==> src/rtl/core/ttba_pkg.sv <==
// Package for the tiled texture block address generator.
// Holds register indexes, field widths and the structs passed between stages.
// No dependencies.
package ttba_pkg;

  // Widest tiled surface the address math supports, in blocks.
  localparam int MAX_BLOCK_WIDTH = 8192;

  localparam int CFG_INDEX_W = 3;
  localparam int CFG_DATA_W  = 16;

  // Configuration register indexes.
  localparam logic [CFG_INDEX_W-1:0] REG_TILED_BLOCK_WIDTH    = 3'd0;
  localparam logic [CFG_INDEX_W-1:0] REG_TILED_BLOCK_HEIGHT   = 3'd1;
  localparam logic [CFG_INDEX_W-1:0] REG_ORIGINAL_BLOCK_WIDTH = 3'd2;
  localparam logic [CFG_INDEX_W-1:0] REG_ORIGINAL_PIXEL_WIDTH = 3'd3;
  localparam logic [CFG_INDEX_W-1:0] REG_LOG_BYTES_PER_BLOCK  = 3'd4;

  localparam logic [13:0] MAX_BLOCK_WIDTH_W   = 14'(MAX_BLOCK_WIDTH);
  localparam logic [2:0]  LOG_BYTES_MAX       = 3'd4;
  localparam logic [15:0] PACKED_MIP_PIXEL_W  = 16'd16;

  localparam int IN_DATA_W  = 32;
  localparam int OUT_DATA_W = 88;

  // Effective configuration after saturation and clamping.
  typedef struct packed {
    logic [13:0] width;       // tiled width, saturated to the maximum
    logic [13:0] height;
    logic [13:0] orig_width;
    logic        mip_en;      // packed small-mip column offset applies
    logic [2:0]  lg;          // log2 bytes per block, clamped to four
  } cfg_t;

  // Payload of the product stage.
  typedef struct packed {
    logic [12:0] x;
    logic [12:0] y;
    logic [13:0] sx;          // source column after the mip offset
    logic        col_oor;
    logic [16:0] row_base;    // macro row times macro tiles per row
    logic [26:0] dest_prod;   // row times original width
    logic [27:0] area;        // tiled width times tiled height
  } prod_t;

  // Result item, first field in the highest bits.
  typedef struct packed {
    logic        index_out_of_range;
    logic        column_out_of_range;
    logic [29:0] dest_byte_offset;
    logic [29:0] source_byte_offset;
    logic [25:0] tiled_block_index;
  } result_t;

endpackage

==> src/rtl/core/tiled_texture_block_address.sv <==
// Top level of the tiled texture block address generator.
// Depends on ttba_pkg, ttba_cfg, ttba_prod and ttba_mix.
//
//   Channel   Direction  Payload                                       Handshake
//   s_*       in         dest_block_x, dest_block_y                    tvalid/tready
//   m_*       out        index, source/dest offsets, two range flags   tvalid/tready
//   cfg_*     in         register index and write data                 cfg_wen only
//
// Each request passes three register stages: an input register, a product
// register (the row product, the destination product and the surface area are
// the three multipliers) and the result register. A request is loaded into the input
// register when it is accepted, then moves to the product register and then to the
// result register. One request is taken every cycle while m_tready is high.
// Reset clears the stage valid bits and loads the default configuration.
// A stall on the result side holds each stage only while the stage behind it
// is full; bubbles are squeezed out, so the input keeps flowing into empty stages.
module tiled_texture_block_address import ttba_pkg::*; (
  input  logic                   clk,
  input  logic                   rst,
  // Configuration write port.
  input  logic                   cfg_wen,
  input  logic [CFG_INDEX_W-1:0] cfg_index,
  input  logic [CFG_DATA_W-1:0]  cfg_data,
  // Block coordinate requests.
  input  logic                   s_tvalid,
  output logic                   s_tready,
  input  logic [IN_DATA_W-1:0]   s_tdata,   // [12:0] dest_block_x, [25:13] dest_block_y, zero
  // Address results.
  output logic                   m_tvalid,
  input  logic                   m_tready,
  output logic [OUT_DATA_W-1:0]  m_tdata    // [25:0] tiled_block_index,
                                            // [55:26] source_byte_offset,
                                            // [85:56] dest_byte_offset,
                                            // [86] column_out_of_range,
                                            // [87] index_out_of_range
);

  cfg_t    cfg;
  logic    prod_valid;
  logic    prod_ready;
  prod_t   prod_data;
  result_t result;

  // Register file; the datapath sees the saturated width and clamped log size.
  ttba_cfg u_cfg (
    .clk       (clk),
    .rst       (rst),
    .cfg_wen   (cfg_wen),
    .cfg_index (cfg_index),
    .cfg_data  (cfg_data),
    .cfg       (cfg)
  );

  // Input register, source column with the packed mip offset, and products.
  ttba_prod u_prod (
    .clk       (clk),
    .rst       (rst),
    .cfg       (cfg),
    .in_valid  (s_tvalid),
    .in_ready  (s_tready),
    .in_x      (s_tdata[12:0]),
    .in_y      (s_tdata[25:13]),
    .out_valid (prod_valid),
    .out_ready (prod_ready),
    .out_data  (prod_data)
  );

  // Macro/micro bit interleave, byte offsets and range checks.
  ttba_mix u_mix (
    .clk       (clk),
    .rst       (rst),
    .lg        (cfg.lg),
    .in_valid  (prod_valid),
    .in_ready  (prod_ready),
    .in_data   (prod_data),
    .out_valid (m_tvalid),
    .out_ready (m_tready),
    .out_data  (result)
  );

  assign m_tdata = result;

endmodule

==> src/rtl/core/ttba_cfg.sv <==
// Configuration registers of the tiled texture block address generator.
// Depends on ttba_pkg; derives the effective settings used by the datapath.
module ttba_cfg import ttba_pkg::*; (
  input  logic                   clk,
  input  logic                   rst,
  input  logic                   cfg_wen,
  input  logic [CFG_INDEX_W-1:0] cfg_index,
  input  logic [CFG_DATA_W-1:0]  cfg_data,
  output cfg_t                   cfg
);

  logic [13:0] tiled_block_width;
  logic [13:0] tiled_block_height;
  logic [13:0] original_block_width;
  logic [15:0] original_pixel_width;
  logic [2:0]  log_bytes_per_block;
  logic [13:0] width_sat;

  always_ff @(posedge clk) begin
    if (rst) begin
      tiled_block_width    <= 14'd32;
      tiled_block_height   <= 14'd32;
      original_block_width <= 14'd32;
      original_pixel_width <= 16'd128;
      log_bytes_per_block  <= 3'd3;
    end else if (cfg_wen) begin
      case (cfg_index)
        REG_TILED_BLOCK_WIDTH:    tiled_block_width    <= cfg_data[13:0];
        REG_TILED_BLOCK_HEIGHT:   tiled_block_height   <= cfg_data[13:0];
        REG_ORIGINAL_BLOCK_WIDTH: original_block_width <= cfg_data[13:0];
        REG_ORIGINAL_PIXEL_WIDTH: original_pixel_width <= cfg_data;
        REG_LOG_BYTES_PER_BLOCK:  log_bytes_per_block  <= cfg_data[2:0];
        default: ;
      endcase
    end
  end

  assign width_sat = (tiled_block_width > MAX_BLOCK_WIDTH_W) ? MAX_BLOCK_WIDTH_W
                                                             : tiled_block_width;

  always_comb begin
    cfg.width      = width_sat;
    cfg.height     = tiled_block_height;
    cfg.orig_width = original_block_width;
    // The mip offset needs room for two original widths side by side.
    cfg.mip_en     = ({1'b0, width_sat} >= {original_block_width, 1'b0}) &&
                     (original_pixel_width == PACKED_MIP_PIXEL_W);
    cfg.lg         = (log_bytes_per_block > LOG_BYTES_MAX) ? LOG_BYTES_MAX
                                                           : log_bytes_per_block;
  end

endmodule

==> src/rtl/core/ttba_prod.sv <==
// Input register and product stage of the tiled texture block address generator.
// Depends on ttba_pkg; forms the source column and the three products.
module ttba_prod import ttba_pkg::*; (
  input  logic        clk,
  input  logic        rst,
  input  cfg_t        cfg,
  input  logic        in_valid,
  output logic        in_ready,
  input  logic [12:0] in_x,
  input  logic [12:0] in_y,
  output logic        out_valid,
  input  logic        out_ready,
  output prod_t       out_data
);

  logic        in_vld;
  logic [12:0] x_reg;
  logic [12:0] y_reg;
  logic        prod_vld;
  prod_t       prod;
  prod_t       prod_next;
  logic        in_stage_ready;
  logic        prod_stage_ready;
  logic [14:0] sx_sum;
  logic [13:0] aligned_sum;
  logic [8:0]  macro_cols;

  assign prod_stage_ready = !prod_vld || out_ready;
  assign in_stage_ready   = !in_vld || prod_stage_ready;
  assign in_ready         = in_stage_ready;
  assign out_valid        = prod_vld;
  assign out_data         = prod;

  always_comb begin
    sx_sum      = {2'b00, x_reg} + (cfg.mip_en ? {1'b0, cfg.orig_width} : 15'd0);
    // Width rounded up to 32 blocks, counted in macro tiles.
    aligned_sum = cfg.width + 14'd31;
    macro_cols  = aligned_sum[13:5];

    prod_next.x         = x_reg;
    prod_next.y         = y_reg;
    // With the offset on, the original width is at most half the tiled width.
    prod_next.sx        = sx_sum[13:0];
    prod_next.col_oor   = sx_sum[13:0] >= cfg.width;
    prod_next.row_base  = {9'd0, y_reg[12:5]} * {8'd0, macro_cols};
    prod_next.dest_prod = {14'd0, y_reg} * {13'd0, cfg.orig_width};
    prod_next.area      = {14'd0, cfg.width} * {14'd0, cfg.height};
  end

  always_ff @(posedge clk) begin
    if (rst) begin
      in_vld   <= 1'b0;
      prod_vld <= 1'b0;
    end else begin
      if (in_stage_ready) begin
        in_vld <= in_valid;
      end
      if (prod_stage_ready) begin
        prod_vld <= in_vld;
      end
    end
  end

  always_ff @(posedge clk) begin
    if (in_stage_ready && in_valid) begin
      x_reg <= in_x;
      y_reg <= in_y;
    end
    if (prod_stage_ready && in_vld) begin
      prod <= prod_next;
    end
  end

endmodule

==> src/rtl/core/ttba_mix.sv <==
// Bit mixing and result register of the tiled texture block address generator.
// Depends on ttba_pkg; turns the product stage payload into a result item.
module ttba_mix import ttba_pkg::*; (
  input  logic    clk,
  input  logic    rst,
  input  logic [2:0] lg,
  input  logic    in_valid,
  output logic    in_ready,
  input  prod_t   in_data,
  output logic    out_valid,
  input  logic    out_ready,
  output result_t out_data
);

  logic        res_vld;
  result_t     res;
  result_t     res_next;
  logic [17:0] macro_base;
  logic [33:0] macro;
  logic [9:0]  micro;
  logic [33:0] off;
  logic [1:0]  bank;
  logic [33:0] mixed;
  logic [33:0] idx;
  logic [33:0] src_full;
  logic [27:0] dest_sum;
  logic [31:0] dest_full;

  assign in_ready  = !res_vld || out_ready;
  assign out_valid = res_vld;
  assign out_data  = res;

  always_comb begin
    macro_base = {9'd0, in_data.sx[13:5]} + {1'b0, in_data.row_base};
    macro      = {16'd0, macro_base} << (4'(lg) + 4'd7);
    micro      = {4'd0, in_data.y[3:1], in_data.sx[2:0]} << lg;
    // Micro offset: bits above the low nibble spread by one bit, row parity at bit four.
    off        = macro
               + {23'd0, micro[9:4], 5'd0}
               + {30'd0, micro[3:0]}
               + {29'd0, in_data.y[0], 4'd0};
    bank       = {in_data.y[3], 1'b0} + in_data.sx[4:3];
    mixed      = {off[30:9], 12'd0}
               + {22'd0, in_data.y[4], 11'd0}
               + {23'd0, off[8:6], 8'd0}
               + {26'd0, bank, 6'd0}
               + {28'd0, off[5:0]};
    idx        = mixed >> lg;
    src_full   = idx << lg;
    dest_sum   = {1'b0, in_data.dest_prod} + {15'd0, in_data.x};
    dest_full  = {4'd0, dest_sum} << lg;

    res_next.tiled_block_index   = idx[25:0];
    res_next.source_byte_offset  = src_full[29:0];
    res_next.dest_byte_offset    = dest_full[29:0];
    res_next.column_out_of_range = in_data.col_oor;
    res_next.index_out_of_range  = idx >= {6'd0, in_data.area};
  end

  always_ff @(posedge clk) begin
    if (rst) begin
      res_vld <= 1'b0;
    end else if (in_ready) begin
      res_vld <= in_valid;
    end
  end

  always_ff @(posedge clk) begin
    if (in_ready && in_valid) begin
      res <= res_next;
    end
  end

endmodule
==> config.mk <==
export PLATFORM = sky130hd
export DESIGN_NAME = tiled_texture_block_address
export DESIGN_NICKNAME = d
export VERILOG_FILES = /design/src/rtl/core/ttba_pkg.sv /design/src/rtl/core/tiled_texture_block_address.sv /design/src/rtl/core/ttba_cfg.sv /design/src/rtl/core/ttba_prod.sv /design/src/rtl/core/ttba_mix.sv
export SDC_FILE = /design/constraint.sdc
export NUM_CORES = 2
export LEC_CHECK = 0
export ABC_CLOCK_PERIOD_IN_PS = 12340
export CAP_MARGIN = 20
export CORE_MARGIN = 2
export CORE_UTILIZATION = 45
export CTS_BUF_LIST = sky130_fd_sc_hd__clkbuf_16
export DETAILED_ROUTE_END_ITERATION = 6
export DONT_BUFFER_PORTS = 1
export GPL_TIMING_DRIVEN = 0
export MAX_ROUTING_LAYER = met4
export PLACE_DENSITY = 0.61
export SYNTH_ARGS = -nofsm -noshare
export SYNTH_HDL_FRONTEND = slang
export SYNTH_SLANG_ARGS = --single-unit
==> constraint.sdc <==
create_clock -name clk -period 12.34 [get_ports clk]
set_clock_uncertainty 0.05 [all_clocks]
set_input_delay 2.468 -clock clk [delete_from_list [all_inputs] [get_ports clk]]
set_output_delay 2.468 -clock clk [all_outputs]
set_load 0.005 [all_outputs]
==> run_results.csv <==
group,metric,value,unit
logic_synthesis,synthesis.area,0.0318,mm²
logic_synthesis,synth-main-ff-cell,"edfxtp_1",
finish,layout-area-overhead-vs-synth,7.90,%
min_path,hold_path_depth,2,
timing,rsz0062_at_grt,"no",
timing,slew_headroom,0.302,
detailed_routing,vias_per_cell,5.67,
clocking,cts_resized,0,
logic_synthesis,yosysSeqAreaShare,0.247,
timing,layout_setup_ws,724,ps
setup_path,cp-end-kind,"register",
global_routing,grt_pass1_vias,24683,
logic_synthesis,synth_cells,3492,
setup_path,r2r.worst_path.cells,43,
detailed_routing,drt_iter0_drc,2406,
timing,finalHoldViolations,0,
flow_run,drv_cap,0,
placement,gp_congestion,0.989,
min_path,hold_start,"u_cfg.original_pixel_width[6]$_SDFFE_PP0P_",
global_routing,track_usage,0.287,
global_routing,grt_max_degree,39,
logic_synthesis,async_flop_share,0,
setup_path,arrival,11840,ps
setup_path,path_max_fanout,10,
detailed_routing,wire_per_inst,22.5,µm
detailed_routing,wl_met3,8.59,mm
logic_synthesis,syn_nets,4170,
min_path,hold_class,"reg2reg",
detailed_routing,route.vias.total,25519,
power_and_ir_drop,p_int,0.00205,W
timing,setup_violations,0,
setup_path,crit_type,"reg2reg",
power_and_ir_drop,p_comb_frac,0.298,
logic_synthesis,synth-seq-cells,283,
power_and_ir_drop,power.share.clock,0.336,
power_and_ir_drop,vdd_drop_max,0.000108,V
detailed_routing,met2_length,42.9,mm
finish,final_util,0.490,
die,die_width,270,µm
die,die_area,0.0727,mm²
setup_path,worst_ep_required_time,12570,ps
power_and_ir_drop,sw_frac_of_total,0.350,
detailed_routing,totalWireLength,101,mm
global_routing,grt_first_pass_wirelength,154,mm
clocking,post_cts_buffers,0,
setup_path,reg2reg_slack,720,ps
clocking,cts_hold_buf,0,
setup_path,start_kind,"register",
clocking,cts_root_buffer,"clkbuf_16",
placement,dp_slack,1080,ps
die,dieHeight,270,µm
power_and_ir_drop,p_seq_frac,0.366,
finish,nets,4213,
logic_synthesis,synth_cell_types,99,
power_and_ir_drop,p_leak,15.6,nW
detailed_routing,drt_first_pass_iters,6,
finish,drive_gt1_frac,0.0382,
setup_path,critical_path.most_common_cell,"a21oi_1",
timing,fmax,86.1,MHz
die,pin_count,146,
timing,worst_pin_slew,1050,ps
power_and_ir_drop,p_per_area,92.2,mW/mm²
die,start_util,0.454,
logic_synthesis,synth_edf_count,219,
clocking,cts_tree,"yes",
detailed_routing,drt-met1-wl,46.9,mm
setup_path,slowest_stage,"buf_1",
finish,fill_cells,6791,
global_routing,overflow,0,
detailed_routing,final_antenna_net_count,0,
setup_path,worstSetupStartpoint,"u_cfg.log_bytes_per_block[0]$_SDFFE_PP1P_",
die,core,0.0699,mm²
clocking,cts.sinks,283,
clocking,clk_pin_slew_worst_paths,60,ps
setup_path,reg2reg_from,"u_cfg.log_bytes_per_block[0]$_SDFFE_PP1P_",
min_path,holdPathEnd,"u_cfg.original_pixel_width[6]$_SDFFE_PP0P_",
clocking,clockBufferDepth,3,
logic_synthesis,postSynthAreaPerCell,9.10,µm²
placement,portBuffers,0,
clocking,ctsHtreeMaxLevel,2,
global_routing,antenna_found_initial,2,
detailed_routing,top_layer_used,"met4",
power_and_ir_drop,finalPower,0.00316,W
placement,dp.cells,4438,
setup_path,cpPeakStageDelay,620,ps
finish,layout.cells.non_filler,4501,
timing,fin_crit_sh,0.941,
finish,largest_register_ffs,105,
power_and_ir_drop,switchingPower,0.00111,W
placement,dp_hpwl,81.1,mm
setup_path,reg2reg_to,"u_mix.out_data[87]$_DFFE_PP_",
die,rows,97,
timing,maxSlewViolCount,0,
clocking,clk_latency,560,ps
timing,post-route-min-period,11620,ps
outcome,outcome,"completed",
logic_synthesis,yosysWarnings,0,
detailed_routing,drc_errors,0,
clocking,cts_buffers,35,
cell usage after synthesis, types with 34 or more instances:
| cell type | instances | area, µm² |
|---|---|---|
| mux2i_1 | 44 | 440 |
| nand2_1 | 516 | 1940 |
| nor2_1 | 174 | 653 |
| nor3_1 | 59 | 295 |
| fa_1 | 319 | 6390 |
| xnor2_1 | 92 | 806 |
| and2_1 | 209 | 1310 |
| dfxtp_1 | 64 | 1280 |
| and3_1 | 40 | 250 |
| xor2_1 | 34 | 298 |
| ha_1 | 303 | 3790 |
| nand3_1 | 58 | 290 |
| clkbuf_1 | 138 | 518 |
| a21oi_1 | 177 | 886 |
| a21o_1 | 41 | 308 |
| inv_1 | 444 | 1670 |
| edfxtp_1 | 219 | 6580 |
| o21ai_0 | 98 | 490 |
how the worst max path moves through the flow:
stage	slack, ps	endpoint
global placement	-2680	u_prod.out_data[54]$_DFFE_PP_
CTS	990	u_mix.out_data[87]$_DFFE_PP_
floorplan	1400	u_prod.out_data[0]$_DFFE_PP_
global route	170	u_mix.out_data[87]$_DFFE_PP_
detailed placement	1080	u_mix.out_data[87]$_DFFE_PP_
finish	720	u_mix.out_data[87]$_DFFE_PP_
power groups by stage:
stage / combinational, W / sequential, W / clock (W)
6_report: 0.000940 / 0.00116 / 0.00106
5_1_grt: 0.00103 / 0.00116 / 0.00112
4_1_cts: 0.000918 / 0.00116 / 0.00108
3_5_place_dp: 0.000912 / 0.00118 / 0
3_3_place_gp: 0.000903 / 0.00119 / 0
2_1_floorplan: 0.000630 / 0.00115 / 0
stage by stage:
step	instance area (µm²)	TNS, ps	hold slack (ps)
3_5_place_dp	33100	0	396
2_1_floorplan	31800	0	350
6_report	34300	0	403
4_1_cts	34300	0	404
5_1_grt	34300	0	417
3_3_place_gp	32900	-278760	389
placed cells by master, fill, tap and decap left out, drive strengths merged, types with 10 or more instances in the layout:
cell | netlist | layout
nand2 | 516 | 516
inv | 447 | 457
fa | 319 | 319
ha | 303 | 303
edfxtp | 219 | 219
and2 | 211 | 211
a21oi | 178 | 178
clkbuf | 139 | 175
nor2 | 174 | 174
o21ai | 105 | 105
xnor2 | 93 | 93
dfxtp | 64 | 64
nor3 | 61 | 61
nand3 | 58 | 58
mux2i | 45 | 45
buf | 36 | 42
a21o | 41 | 41
and3 | 40 | 40
xor2 | 34 | 34
nor2b | 33 | 33
a211oi | 30 | 30
o211ai | 29 | 29
a31oi | 24 | 24
nand4 | 23 | 23
o21a | 18 | 18
o21bai | 18 | 18
or3 | 15 | 15
nand2b | 15 | 15
or2 | 13 | 13
o31ai | 11 | 11
o22ai | 10 | 10
clkinv | 1 | 10
critical path: cells and delay by family (launching register included):
family / cells / cell delay, ps
AND/OR/NAND/NOR: 9 / 1610
XOR/XNOR: 1 / 300
flip-flops: 1 / 460
adder cells (fa/ha/maj): 3 / 1130
buffers and inverters: 13 / 4460
AO/OA/AOI/OAI: 17 / 3300
logic make-up after synthesis:
logic type	count (synthesis)	share of synthesized area
buffers and inverters	623	0.0753
and+or+nand+nor	1206	0.182
DFF	283	0.247
other	1	0.000118
adders and majority gates	622	0.320
xor gates and xnor gates	127	0.0353
muxes	59	0.0214
AOI/OAI and AO/OA	571	0.118
cell type report:
class                   instances  area, µm²  share of cell area
multi-input cells            2586      21500               0.629
clock buffers                  36        901              0.0263
flip-flops and latches        283       7860               0.229
repair buffers                  6        120             0.00350
clock inverters                26        277             0.00807
diodes                          1       2.50           0.0000730
inverters                     448       1680              0.0491
well taps                     940       1180              0.0343
plain buffers                 175        709              0.0207
layer usage:
layer,vias to the layer above,track usage
met5,-,-
met4,0,0.0814
met3,160,0.0519
met2,1113,0.413
met1,12464,0.412
li1,11782,-
Power figures use the tool's default switching activity.
